$ cat src/hw/rtl/bfra_pkg.sv
`default_nettype none
package bfra_pkg;

	localparam int MAX_CHUNKS = 32;
	localparam int IDX_W = (MAX_CHUNKS > 1) ? $clog2(MAX_CHUNKS) : 1;
	localparam int CNT_W = $clog2(MAX_CHUNKS + 1);
	localparam int OFF_W = 24;
	localparam int LEN_W = 25;
	localparam int END_W = LEN_W + 1;
	localparam int ENTRY_W = OFF_W + LEN_W;

	localparam logic [END_W-1:0] POOL_BYTES = END_W'(16777216);

	localparam logic [1:0] ST_OK = 2'd0;
	localparam logic [1:0] ST_TOO_BIG = 2'd1;
	localparam logic [1:0] ST_NO_FIT = 2'd2;
	localparam logic [1:0] ST_FULL = 2'd3;

	localparam logic OP_ALLOC = 1'b0;
	localparam logic OP_RELEASE = 1'b1;

endpackage
`default_nettype wire

$ cat src/hw/rtl/bfra_req_if.sv
`default_nettype none
interface bfra_req_if;
	logic valid;
	logic ready;
	logic op;
	logic [bfra_pkg::LEN_W-1:0] length;
	logic [bfra_pkg::OFF_W-1:0] start_req;

	modport source (output valid, output op, output length, output start_req, input ready);
	modport sink (input valid, input op, input length, input start_req, output ready);
endinterface
`default_nettype wire

$ cat src/hw/rtl/bfra_rsp_if.sv
`default_nettype none
interface bfra_rsp_if;
	logic valid;
	logic ready;
	logic [1:0] status;
	logic [bfra_pkg::OFF_W-1:0] granted_offset;

	modport source (output valid, output status, output granted_offset, input ready);
	modport sink (input valid, input status, input granted_offset, output ready);
endinterface
`default_nettype wire

$ cat src/hw/rtl/bfra_ram.sv
`default_nettype none
module bfra_ram #(
	parameter int WIDTH = 8,
	parameter int DEPTH = 32
) (
	input wire logic clk,
	input wire logic we,
	input wire logic [((DEPTH > 1) ? $clog2(DEPTH) : 1)-1:0] waddr,
	input wire logic [WIDTH-1:0] wdata,
	input wire logic [((DEPTH > 1) ? $clog2(DEPTH) : 1)-1:0] raddr,
	output logic [WIDTH-1:0] rdata
);
	logic [WIDTH-1:0] mem_q [DEPTH];

	always_ff @(posedge clk) begin
		if (we) begin
			mem_q[waddr] <= wdata;
		end
		rdata <= mem_q[raddr];
	end
endmodule
`default_nettype wire

$ cat src/hw/rtl/best_fit_range_allocator.sv
`default_nettype none
// Best-fit range allocator for one byte pool, tracked as a table of free chunks held in a
// small RAM with a valid flip-flop per slot. Each request makes one sequential pass over
// every slot through the single RAM read port, evaluating one entry per cycle, and then
// writes back the updated chunk in the S_WRITE state before its response is offered.
// Requests rejected on range alone, and zero-length releases, skip the pass and go
// straight to the output state. A new request is accepted only while no other request
// is in progress; a finished response waits in an output register and does not block
// the next request.
module best_fit_range_allocator (
	input wire logic clk,
	input wire logic arst_n,
	bfra_req_if.sink req,
	bfra_rsp_if.source rsp
);
	typedef enum logic [3:0] {
		S_IDLE = 4'b0001,
		S_SCAN = 4'b0010,
		S_WRITE = 4'b0100,
		S_OUT = 4'b1000
	} state_t;

	state_t state_q;
	logic [bfra_pkg::CNT_W-1:0] cnt_q;
	logic rd_vld_s1;
	logic [bfra_pkg::IDX_W-1:0] idx_s1;
	logic [bfra_pkg::MAX_CHUNKS-1:0] valid_q;
	logic fresh_q;

	logic op_q;
	logic [bfra_pkg::LEN_W-1:0] len_q;
	logic [bfra_pkg::OFF_W-1:0] start_q;
	logic [bfra_pkg::END_W-1:0] end_q;

	logic found_a_q, found_b_q, free_found_q;
	logic [bfra_pkg::IDX_W-1:0] a_idx_q, b_idx_q, free_idx_q;
	logic [bfra_pkg::OFF_W-1:0] a_start_q;
	logic [bfra_pkg::LEN_W-1:0] a_len_q, b_len_q;

	logic [1:0] res_status_q;
	logic [bfra_pkg::OFF_W-1:0] res_offset_q;
	logic out_vld_q;
	logic [1:0] out_status_q;
	logic [bfra_pkg::OFF_W-1:0] out_offset_q;

	logic ram_we;
	logic [bfra_pkg::IDX_W-1:0] ram_waddr;
	logic [bfra_pkg::ENTRY_W-1:0] ram_wdata;
	logic [bfra_pkg::ENTRY_W-1:0] ram_rdata;

	logic [bfra_pkg::OFF_W-1:0] e_start;
	logic [bfra_pkg::LEN_W-1:0] e_len;
	logic [bfra_pkg::END_W-1:0] e_end;
	logic e_valid;
	logic req_fire;
	logic [bfra_pkg::END_W-1:0] in_end;
	logic [bfra_pkg::LEN_W-1:0] merge_sum;

	bfra_ram #(
		.WIDTH(bfra_pkg::ENTRY_W),
		.DEPTH(bfra_pkg::MAX_CHUNKS)
	) u_table (
		.clk(clk),
		.we(ram_we),
		.waddr(ram_waddr),
		.wdata(ram_wdata),
		.raddr(cnt_q[bfra_pkg::IDX_W-1:0]),
		.rdata(ram_rdata)
	);

	assign req.ready = (state_q == S_IDLE);
	assign req_fire = req.valid && req.ready;
	assign in_end = {2'b00, req.start_req} + {1'b0, req.length};

	assign rsp.valid = out_vld_q;
	assign rsp.status = out_status_q;
	assign rsp.granted_offset = out_offset_q;

	// Slot 0 holds the whole pool after reset until it is first written.
	always_comb begin
		if (fresh_q && idx_s1 == '0) begin
			e_start = '0;
			e_len = bfra_pkg::POOL_BYTES[bfra_pkg::LEN_W-1:0];
		end else begin
			e_start = ram_rdata[bfra_pkg::ENTRY_W-1:bfra_pkg::LEN_W];
			e_len = ram_rdata[bfra_pkg::LEN_W-1:0];
		end
		e_valid = valid_q[idx_s1];
		e_end = {2'b00, e_start} + {1'b0, e_len};
	end

	assign merge_sum = a_len_q + len_q + b_len_q;

	always_comb begin
		ram_we = 1'b0;
		ram_waddr = a_idx_q;
		ram_wdata = {a_start_q, a_len_q};
		if (state_q == S_WRITE) begin
			if (op_q == bfra_pkg::OP_ALLOC) begin
				ram_we = found_a_q;
				ram_wdata = {a_start_q + len_q[bfra_pkg::OFF_W-1:0], a_len_q - len_q};
			end else if (found_a_q) begin
				ram_we = 1'b1;
				ram_wdata = {a_start_q, merge_sum};
				if (!found_b_q) begin
					ram_wdata = {a_start_q, a_len_q + len_q};
				end
			end else if (found_b_q) begin
				ram_we = 1'b1;
				ram_waddr = b_idx_q;
				ram_wdata = {start_q, b_len_q + len_q};
			end else begin
				ram_we = free_found_q;
				ram_waddr = free_idx_q;
				ram_wdata = {start_q, len_q};
			end
		end
	end

	always_ff @(posedge clk or negedge arst_n) begin
		if (!arst_n) begin
			state_q <= S_IDLE;
			cnt_q <= '0;
			rd_vld_s1 <= 1'b0;
			valid_q <= bfra_pkg::MAX_CHUNKS'(1);
			fresh_q <= 1'b1;
			found_a_q <= 1'b0;
			found_b_q <= 1'b0;
			free_found_q <= 1'b0;
			out_vld_q <= 1'b0;
		end else begin
			if (out_vld_q && rsp.ready && state_q != S_OUT) begin
				out_vld_q <= 1'b0;
			end
			if (ram_we && ram_waddr == '0) begin
				fresh_q <= 1'b0;
			end
			case (state_q)
				S_IDLE: begin
					if (req_fire) begin
						found_a_q <= 1'b0;
						found_b_q <= 1'b0;
						free_found_q <= 1'b0;
						cnt_q <= '0;
						rd_vld_s1 <= 1'b0;
						if (req.op == bfra_pkg::OP_ALLOC &&
						    {1'b0, req.length} > bfra_pkg::POOL_BYTES) begin
							state_q <= S_OUT;
						end else if (req.op == bfra_pkg::OP_RELEASE &&
						             (in_end > bfra_pkg::POOL_BYTES || req.length == '0)) begin
							state_q <= S_OUT;
						end else begin
							state_q <= S_SCAN;
						end
					end
				end
				S_SCAN: begin
					if (cnt_q != bfra_pkg::CNT_W'(bfra_pkg::MAX_CHUNKS)) begin
						cnt_q <= cnt_q + bfra_pkg::CNT_W'(1);
						rd_vld_s1 <= 1'b1;
					end else begin
						rd_vld_s1 <= 1'b0;
						if (rd_vld_s1) begin
							state_q <= S_WRITE;
						end
					end
					if (rd_vld_s1) begin
						if (op_q == bfra_pkg::OP_ALLOC) begin
							if (e_valid && e_len >= len_q &&
							    (!found_a_q || e_len < a_len_q ||
							     (e_len == a_len_q && e_start < a_start_q))) begin
								found_a_q <= 1'b1;
							end
						end else if (!e_valid) begin
							if (!free_found_q) begin
								free_found_q <= 1'b1;
							end
						end else if (!found_a_q && e_end == {2'b00, start_q}) begin
							found_a_q <= 1'b1;
						end else if (!found_b_q && {2'b00, e_start} == end_q) begin
							found_b_q <= 1'b1;
						end
					end
				end
				S_WRITE: begin
					if (op_q == bfra_pkg::OP_ALLOC) begin
						if (found_a_q && a_len_q == len_q) begin
							valid_q[a_idx_q] <= 1'b0;
						end
					end else if (found_a_q) begin
						if (found_b_q) begin
							valid_q[b_idx_q] <= 1'b0;
						end
					end else if (!found_b_q && free_found_q) begin
						valid_q[free_idx_q] <= 1'b1;
					end
					state_q <= S_OUT;
				end
				S_OUT: begin
					if (!out_vld_q || rsp.ready) begin
						out_vld_q <= 1'b1;
						state_q <= S_IDLE;
					end
				end
				default: begin
					state_q <= S_IDLE;
				end
			endcase
		end
	end

	always_ff @(posedge clk) begin
		idx_s1 <= cnt_q[bfra_pkg::IDX_W-1:0];
		if (req_fire) begin
			op_q <= req.op;
			len_q <= req.length;
			start_q <= req.start_req;
			end_q <= in_end;
			res_offset_q <= '0;
			if ((req.op == bfra_pkg::OP_ALLOC && {1'b0, req.length} > bfra_pkg::POOL_BYTES) ||
			    (req.op == bfra_pkg::OP_RELEASE && in_end > bfra_pkg::POOL_BYTES)) begin
				res_status_q <= bfra_pkg::ST_TOO_BIG;
			end else begin
				res_status_q <= bfra_pkg::ST_OK;
			end
		end
		if (state_q == S_SCAN && rd_vld_s1) begin
			if (op_q == bfra_pkg::OP_ALLOC) begin
				if (e_valid && e_len >= len_q &&
				    (!found_a_q || e_len < a_len_q ||
				     (e_len == a_len_q && e_start < a_start_q))) begin
					a_idx_q <= idx_s1;
					a_start_q <= e_start;
					a_len_q <= e_len;
				end
			end else if (!e_valid) begin
				if (!free_found_q) begin
					free_idx_q <= idx_s1;
				end
			end else if (!found_a_q && e_end == {2'b00, start_q}) begin
				a_idx_q <= idx_s1;
				a_start_q <= e_start;
				a_len_q <= e_len;
			end else if (!found_b_q && {2'b00, e_start} == end_q) begin
				b_idx_q <= idx_s1;
				b_len_q <= e_len;
			end
		end
		if (state_q == S_WRITE) begin
			if (op_q == bfra_pkg::OP_ALLOC) begin
				if (found_a_q) begin
					res_status_q <= bfra_pkg::ST_OK;
					res_offset_q <= a_start_q;
				end else begin
					res_status_q <= bfra_pkg::ST_NO_FIT;
				end
			end else if (!found_a_q && !found_b_q && !free_found_q) begin
				res_status_q <= bfra_pkg::ST_FULL;
			end else begin
				res_status_q <= bfra_pkg::ST_OK;
			end
		end
		if (state_q == S_OUT && (!out_vld_q || rsp.ready)) begin
			out_status_q <= res_status_q;
			out_offset_q <= res_offset_q;
		end
	end
endmodule
`default_nettype wire
$ cat src/flat_wrapper.sv
// flat-port wrapper written by rule: the top's interface ports become plain ports
module best_fit_range_allocator_flat 
  (clk, arst_n, req_valid, req_op, req_length, req_start_req, req_ready, rsp_valid, rsp_status, rsp_granted_offset, rsp_ready);
  bfra_req_if req_i ();
  bfra_rsp_if rsp_i ();
  input wire logic clk;
  input wire logic arst_n;
  input wire logic [$bits(req_i.valid)-1:0] req_valid;
  input wire logic [$bits(req_i.op)-1:0] req_op;
  input wire logic [$bits(req_i.length)-1:0] req_length;
  input wire logic [$bits(req_i.start_req)-1:0] req_start_req;
  output wire logic [$bits(req_i.ready)-1:0] req_ready;
  output wire logic [$bits(rsp_i.valid)-1:0] rsp_valid;
  output wire logic [$bits(rsp_i.status)-1:0] rsp_status;
  output wire logic [$bits(rsp_i.granted_offset)-1:0] rsp_granted_offset;
  input wire logic [$bits(rsp_i.ready)-1:0] rsp_ready;
  assign req_i.valid = req_valid;
  assign req_i.op = req_op;
  assign req_i.length = req_length;
  assign req_i.start_req = req_start_req;
  assign req_ready = req_i.ready;
  assign rsp_valid = rsp_i.valid;
  assign rsp_status = rsp_i.status;
  assign rsp_granted_offset = rsp_i.granted_offset;
  assign rsp_i.ready = rsp_ready;
  best_fit_range_allocator u_core (.clk(clk), .arst_n(arst_n), .req(req_i), .rsp(rsp_i));
endmodule
$ cat config.mk
export PLATFORM = sky130hd
export DESIGN_NAME = best_fit_range_allocator_flat
export DESIGN_NICKNAME = d
export VERILOG_FILES = /design/src/hw/rtl/bfra_pkg.sv /design/src/hw/rtl/bfra_req_if.sv /design/src/hw/rtl/bfra_rsp_if.sv /design/src/hw/rtl/bfra_ram.sv /design/src/hw/rtl/best_fit_range_allocator.sv /design/src/flat_wrapper.sv
export SDC_FILE = /design/constraint.sdc
export NUM_CORES = 2
export LEC_CHECK = 0
export BUFFER_PORTS_ARGS = -buffer_cell sky130_fd_sc_hd__buf_4
export CELL_PAD_IN_SITES_DETAIL_PLACEMENT = 1
export CELL_PAD_IN_SITES_GLOBAL_PLACEMENT = 1
export CORE_MARGIN = 2
export CORE_UTILIZATION = 33
export CTS_CLUSTER_SIZE = 28
export DETAILED_ROUTE_END_ITERATION = 12
export PLACE_DENSITY = 0.55
export SYNTH_ARGS = -nofsm -noshare
export SYNTH_HDL_FRONTEND = slang
export SYNTH_SLANG_ARGS = --single-unit
$ cat constraint.sdc
create_clock -name clk -period 7.8 [get_ports clk]
set_clock_uncertainty 0.1 [all_clocks]
set_input_delay 0.78 -clock clk [delete_from_list [all_inputs] [get_ports clk]]
set_output_delay 0.78 -clock clk [all_outputs]
set_load 0.05 [all_outputs]
## Yosys cells after proc, flatten, opt, wreduce, memory -nomap -nowiden

Memory sizes are Yosys's and may differ from the RTL's. A register that Yosys moved wholly into a read port is not among the register bits.
Cells that the tools add are included.

| storage, ports and cells | value |
|---|---|
| register bits after elaboration | 270 |
| bits in writable memories | 1568 |
| input bits | 54 |
| output and inout bits | 28 |
| logic and storage cells | 213 |
| memories | 1 |

Memories:

| memory | depth | width | read ports | clocked after Yosys merged registers in | write ports | line | source |
|---|---|---|---|---|---|---|---|
| u_core.u_table.mem_q | 32 | 49 | 1 | 1 | 1 | bfra_ram.sv:13 | `logic [WIDTH-1:0] mem_q [DEPTH];` |

| cells by class | value |
|---|---|
| add/subtract/negate cells | 8 |
| magnitude comparators | 12 |
| equality and inequality tests | 27 |
| multiplexer cells | 84 |
| bitwise gates (word level) | 9 |
| reduce and logical (&&, ||, !) cells | 48 |

Operators with widths:

| cell | number |
|---|---|
| two-way mux 24 bit | 9 |
| two-way mux 25 bit | 7 |
| two-way mux 32 bit | 5 |
| two-way mux 49 bit | 3 |
| adder 25 bit | 3 |
| bitwise AND 32 bit | 2 |
| NOT 32 bit | 2 |
| adder 24 x 25 -> 26 bit | 2 |
| equality test 25 bit | 2 |
| two-way mux 5 bit | 8 |
| bitwise OR 32 bit | 1 |
| two-way mux 1 bit | 29 |
| equality test 24 x 26 -> 1 bit | 1 |
| equality test 26 x 24 -> 1 bit | 1 |
| greater-than comparator 26 x 25 -> 1 bit, second input constant | 1 |
| >= comparator 25 bit | 1 |
| greater-than comparator 25 bit, second input constant | 1 |
| zero test 25 bit | 1 |
| less-than comparator 25 bit | 1 |
| subtractor 25 bit | 1 |
| adder 24 bit | 1 |
| less-than comparator 24 bit | 1 |
| less-than comparator 5 x 6 -> 1 bit, second input constant | 4 |
| two-way mux 4 bit | 6 |
| other kinds (31) | 95 |

## Longest topological paths before layout

| logic depth | value |
|---|---|
| depth after elaboration | 11 |
| gate-level depth with buffers | 23 |
| depth with buffers taken out | 22 |

## Modules after synthesis

Synthesis repeated with hierarchy kept, for this count alone.

| unflattened totals | value |
|---|---|
| cell total of the unflattened synthesis | 6075 |
| area, all modules | 85375.6 µm² |

Modules (own cells, without submodules):

| module | instances | cells each | area each (µm²) | sequential area each (µm²) |
|---|---|---|---|---|
| bfra_ram | 1 | 3434 | 61856.8 | 48066.1 |
| best_fit_range_allocator | 1 | 2641 | 23518.8 | 7581.0 |

## Least setup slack after synthesis

No wires, ideal clock.

| timing path | value |
|---|---|
| path type | register -> register |
| start | register u_core.idx_s1[0] (netlist bit) |
| end | register u_core.a_idx_q[0] (netlist bit) (enable) |
| library setup time | 0.484 ns |
| arrival | 7.251 ns |
| data required time | 7.216 ns |
| path slack | -0.035 ns |
| stages on the path, launching flop included | 21 |
| buffers on the path | 7 |
| cells stage by stage | dfxtp_1 > buf_2 > nor2b_1 > nand2_1 > buf_2 > buf_2 > clkbuf_1 > clkbuf_1 > clkbuf_1 > and2_1 > ha_1 > clkbuf_1 > a21o_1 > a221oi_1 > nand4_1 > a2111o_1 > or4_1 > nor4_1 > nand4_1 > or3_1 > a21oi_1 |

| on the way | value |
|---|---|
| cells in the longest elaborated chain, start to end | 9 |
| elaborated cells between the ends (all ways) | 22 |
| classes of those cells | add/sub: 1; order compare: 3; eq/ne: 4; mux: 4; reduce/logical: 10 |

RTL lines:

| item | line | source |
|---|---|---|
| from (decl) | best_fit_range_allocator.sv:26 | `logic [bfra_pkg::IDX_W-1:0] idx_s1;` |
| from (signal assigned) | best_fit_range_allocator.sv:213 | `idx_s1 <= cnt_q[bfra_pkg::IDX_W-1:0];` |
| zero test 5 bit * | best_fit_range_allocator.sv:81 | `if (fresh_q && idx_s1 == '0) begin` |
| logical AND 1 bit * | best_fit_range_allocator.sv:81 |  |
| two-way mux 25 bit * | best_fit_range_allocator.sv:81 |  |
| named net u_core.e_len (one bit) | best_fit_range_allocator.sv:52 | `logic [bfra_pkg::LEN_W-1:0] e_len;` |
| branches (longest 5 deep; another with adder 24 x 25 -> 26 bit) | - |  |
| AND reduction 4 bit (no source line) * | - |  |
| to (signal assigned) | best_fit_range_allocator.sv:232 | `a_idx_q <= idx_s1;` |
| to (signal assigned) | best_fit_range_allocator.sv:241 | `a_idx_q <= idx_s1;` |
| to (decl) | best_fit_range_allocator.sv:36 | `logic [bfra_pkg::IDX_W-1:0] a_idx_q, b_idx_q, free_idx_q;` |

Mark *: on every way through the listed nets, which the timed path passes. The select of a mux whose other input is x is not followed.
A chain may end at the register's enable or synchronous reset.

## Worst setup path after layout

| timing path | value |
|---|---|
| start | register u_core.len_q[1] (netlist bit) |
| end | memory u_core.u_table.mem_q[8][20] (netlist bit) (data pin) |

| on the way | value |
|---|---|
| cells in the longest elaborated chain, start to end | 6 |
| elaborated cells between the ends (all ways) | 9 |
| classes of those cells | add/sub: 4; mux: 5 |

RTL lines:

| item | line | source |
|---|---|---|
| from (decl) | best_fit_range_allocator.sv:31 | `logic [bfra_pkg::LEN_W-1:0] len_q;` |
| from (signal assigned) | best_fit_range_allocator.sv:216 | `len_q <= req.length;` |
| adder 25 bit | best_fit_range_allocator.sv:92, best_fit_range_allocator.sv:106 |  |
| adder 25 bit | best_fit_range_allocator.sv:92 | `assign merge_sum = a_len_q + len_q + b_len_q;` |
| two-way mux 25 bit | best_fit_range_allocator.sv:105 | `if (!found_b_q) begin` |
| two-way mux 49 bit | best_fit_range_allocator.sv:102 | `end else if (found_a_q) begin` |
| two-way mux 49 bit * | best_fit_range_allocator.sv:99 | `if (op_q == bfra_pkg::OP_ALLOC) begin` |
| two-way mux 49 bit * | best_fit_range_allocator.sv:98 | `if (state_q == S_WRITE) begin` |
| named net u_core.ram_wdata (one bit) | best_fit_range_allocator.sv:48 | `logic [bfra_pkg::ENTRY_W-1:0] ram_wdata;` |
| to (decl) | bfra_ram.sv:13 |  |

Mark *: on every way through the listed nets, which the timed path passes. The rest lies on a longest branch.

==> metrics.csv <==
metric,value,unit
drt-initial-drc-count,4706,
clk_pin_slew,0.06,ns
postSynthCellCount,4892,
finalSetupViolCount,0,
synth_edf_count,1761,
yosysSeqAreaShare,0.668,
cts_tree,yes,
clk_latency,0.86,ns
clock.fmax,152,MHz
yosysTopAreaCell,edfxtp_1,
vdd.ir_drop.worst,0.258,mV
crit_path_start_kind,flip-flop,
hpwl,173,mm
dr_total_vias,48222,
crit_arrival,7.04,ns
area_growth,15.2,%
fin_crit_sh,0.844,
slew_headroom,0.144,
h-tree-depth,4,
rows,184,
coreArea,0.251,mm2
gp_congestion,0.910,
power_density,310,mW/mm2
fin_crit,6.58,ns
status,"finished, final reports clean",
slew_viol_final,0,
numPortBuffers,81,
yosysUniqueCellTypes,97,
hold_class,input port to flip-flop,
synth_area_leaders,"edfxtp_1 64%, mux4_2 14%, ha_1 3.2%, dfxtp_1 1.9%, xnor2_1 1.4%",
drc,0,
final_layout_size_suffix_gt1_frac,0.229,
cp-end-kind,flip-flop,
maxCapViolations,0,
worst-path-max-fanout,32,
dr_wl_met3,13.8,mm
grt_pass1_vias,49863,
synthesis.area,0.0833,mm2
die_area,0.256,mm2
fp.dieH,506,um
final.setup.tns,0,ns
layout_commonest_cell,edfxtp_1,
multi_input_area,0.0267,mm2
grt_usage,0.213,
routed_via_density,5.58,
grt.overflow.total,0,
dieWidth,506,um
post_cts_buffers,0,
post-route-util,0.382,
drt-total-wl,275,mm
async_flop_share,0.0254,
cts.sinks,1887,
synth_nets,5167,
p_leak,30.9,nW
cp_data_required_time,8.26,ns
antenna_found_initial,15,
wl_per_cell,31.9,um
hold_viol,0,
final_nets,5391,
worstMarginPinSlew,1.27,ns
io_pins,82,
final_cell_mix,"1761 x edfxtp_1, 513 x mux4_2, 215 x ha_1, 211 x o21ai_0, 203 x clkbuf_16",
route.met2.wl,130,mm
ctsResizeCount,0,
grt_first_pass_wirelength,390,mm
cts_buffers,199,
wl_met1,125,mm
synth_top_flop_cell,edfxtp_1,
critical_path_class,flip-flop to flip-flop,
synth_warnings,0,
synth_top_area_share,0.635,
seqCellArea,0.0557,mm2
first_pass_iters,5,
clockRootBuffer,clkbuf_16,
top_layer,met5,
nFillCells,24874,
start_util,0.332,
grt_max_degree,139,
rsz0062_at_grt,no,
clock_path_buffers,3,
ant_nets,0,
synth-seq-cells,1887,
syn_area_per_cell,17.0,um2
## cells by family (layout without fill, tap and decap cells)
kind of cell / Yosys count / in the layout / share of synthesized area
adder cells (fa/ha/maj): 231 / 231 / 0.0350
AO/OA/AOI/OAI: 841 / 841 / 0.0646
buffers and inverters: 366 / 760 / 0.0167
other: 0 / 5 / 0
multiplexers: 581 / 581 / 0.148
AND/OR/NAND/NOR: 806 / 806 / 0.0486
flip-flops: 1887 / 1887 / 0.668
XOR/XNOR: 180 / 180 / 0.0191
## stage by stage
step / cell area, um2 / hold slack (ns) / power (mW) / setup WS, ns / std cells
after CTS: 95900 / 0.00145 / 30.0 / 1.28 / 8633
after global placement: 89000 / 0.317 / 20.3 / 1.39 / 8240
after detailed placement: 89000 / 0.315 / 20.2 / 1.32 / 8240
final: 95900 / 0.0693 / 29.8 / 1.22 / 8639
after global routing: 95900 / 0.0364 / 31.0 / 0.691 / 8634
after floorplan: 83300 / 0.245 / 17.6 / 1.16 / 4892
## sequential cells by signal (all words and copies together) (netlist names), 2 cells and up
signal	flops
u_core.u_table.mem_q	1568
u_core.a_len_q	25
u_core.u_table.rdata	49
u_core.b_idx_q	5
u_core.start_q	24
u_core.len_q	25
u_core.free_idx_q	5
u_core.end_q	26
u_core.rsp.granted_offset	24
u_core.rsp.status	2
u_core.a_start_q	24
u_core.res_status_q	2
u_core.a_idx_q	5
u_core.state_q	4
u_core.valid_q	32
u_core.res_offset_q	24
u_core.b_len_q	25
u_core.cnt_q	6
u_core.idx_s1	5
## Yosys cell counts (15+ instances only)
cell type  number
nand3_1        68
edfxtp_1     1761
nor4_1         24
dfrtp_1        45
ha_1          215
o21bai_1       24
inv_1         146
o22ai_1        19
and3_1         25
nor2b_1        32
a21o_1         67
mux2i_1        15
nand2b_1       28
or3_1          16
clkbuf_1      159
buf_1          50
a21oi_1       220
nor2_1        223
xnor2_1       129
dfxtp_1        78
and2_1         56
nor3_1         62
nand4_1        34
a22oi_1        35
o211ai_1       19
a211oi_1       40
a31oi_1        22
o21ai_0       222
mux2_2         53
mux4_2        513
nand2_1       164
xor2_1         49
o21a_1         27
## per-layer routing
metal	global-route usage	vias up
met3	0.0292	289
met4	0.0483	2
li1	-	20253
met2	0.340	1353
met5	0	-
met1	0.308	26325
## where the power goes
part	internal [mW]	leakage, nW	switching [mW]
logic	3.53	10.5	4.48
clock network	5.60	3.22	4.06
registers	11.4	17.2	0.688
## timing repair
item,CTS,global route
hold buffers,22,0
endpoints found under the setup margin,0,0
hold endpoints to repair,66,0
## worst max-delay path, stage by stage (launching register included)
cell and delay [ns]:
edfxtp_1 0.53, inv_1 0.21, ha_1 0.34, nor2b_1 0.22
o211ai_1 0.15, and3_1 0.24, nor2b_1 0.25, a21oi_1 0.11
o21ai_0 0.21, xnor2_1 0.18, ha_1 0.33, nand2_1 0.09
nor2_1 0.05, a211oi_1 0.37, o221ai_1 0.27, o41ai_1 0.92
o21ai_0 0.23, a21oi_1 0.34, xnor2_1 0.11, mux4_2 0.47
a21oi_1 0.21, a21oi_2 0.05, buf_4 0.26
## cell type report
type                    instances  area share
repair buffers                241      0.0223
clock inverters               111      0.0128
multi-input cells            2639       0.279
well taps                    3348      0.0437
diodes                          5    0.000130
flip-flops and latches       1887       0.581
clock buffers                 260      0.0561
inverters                     148     0.00581
## worst paths after layout
check / startpoint / end / slack [ns] / depth (start not counted)
worst max-delay path: u_core.len_q[1] / u_core.u_table.mem_q[8][20] / 1.22 / 22
worst min-delay path: req_length[2] / u_core.len_q[2] / 0.07 / 1
worst max register to register: u_core.len_q[1] / u_core.u_table.mem_q[8][20] / 1.22 / 22
worst min register to register: u_core.res_status_q[0] / u_core.rsp.status[0] / 0.32 / 0
max in group asynchronous: arst_n / u_core.cnt_q[2] / 6.50 / 2
min in group asynchronous: arst_n / u_core.rsp.valid / 0.52 / 2
Note: power is estimated with default switching activity, not from simulation.
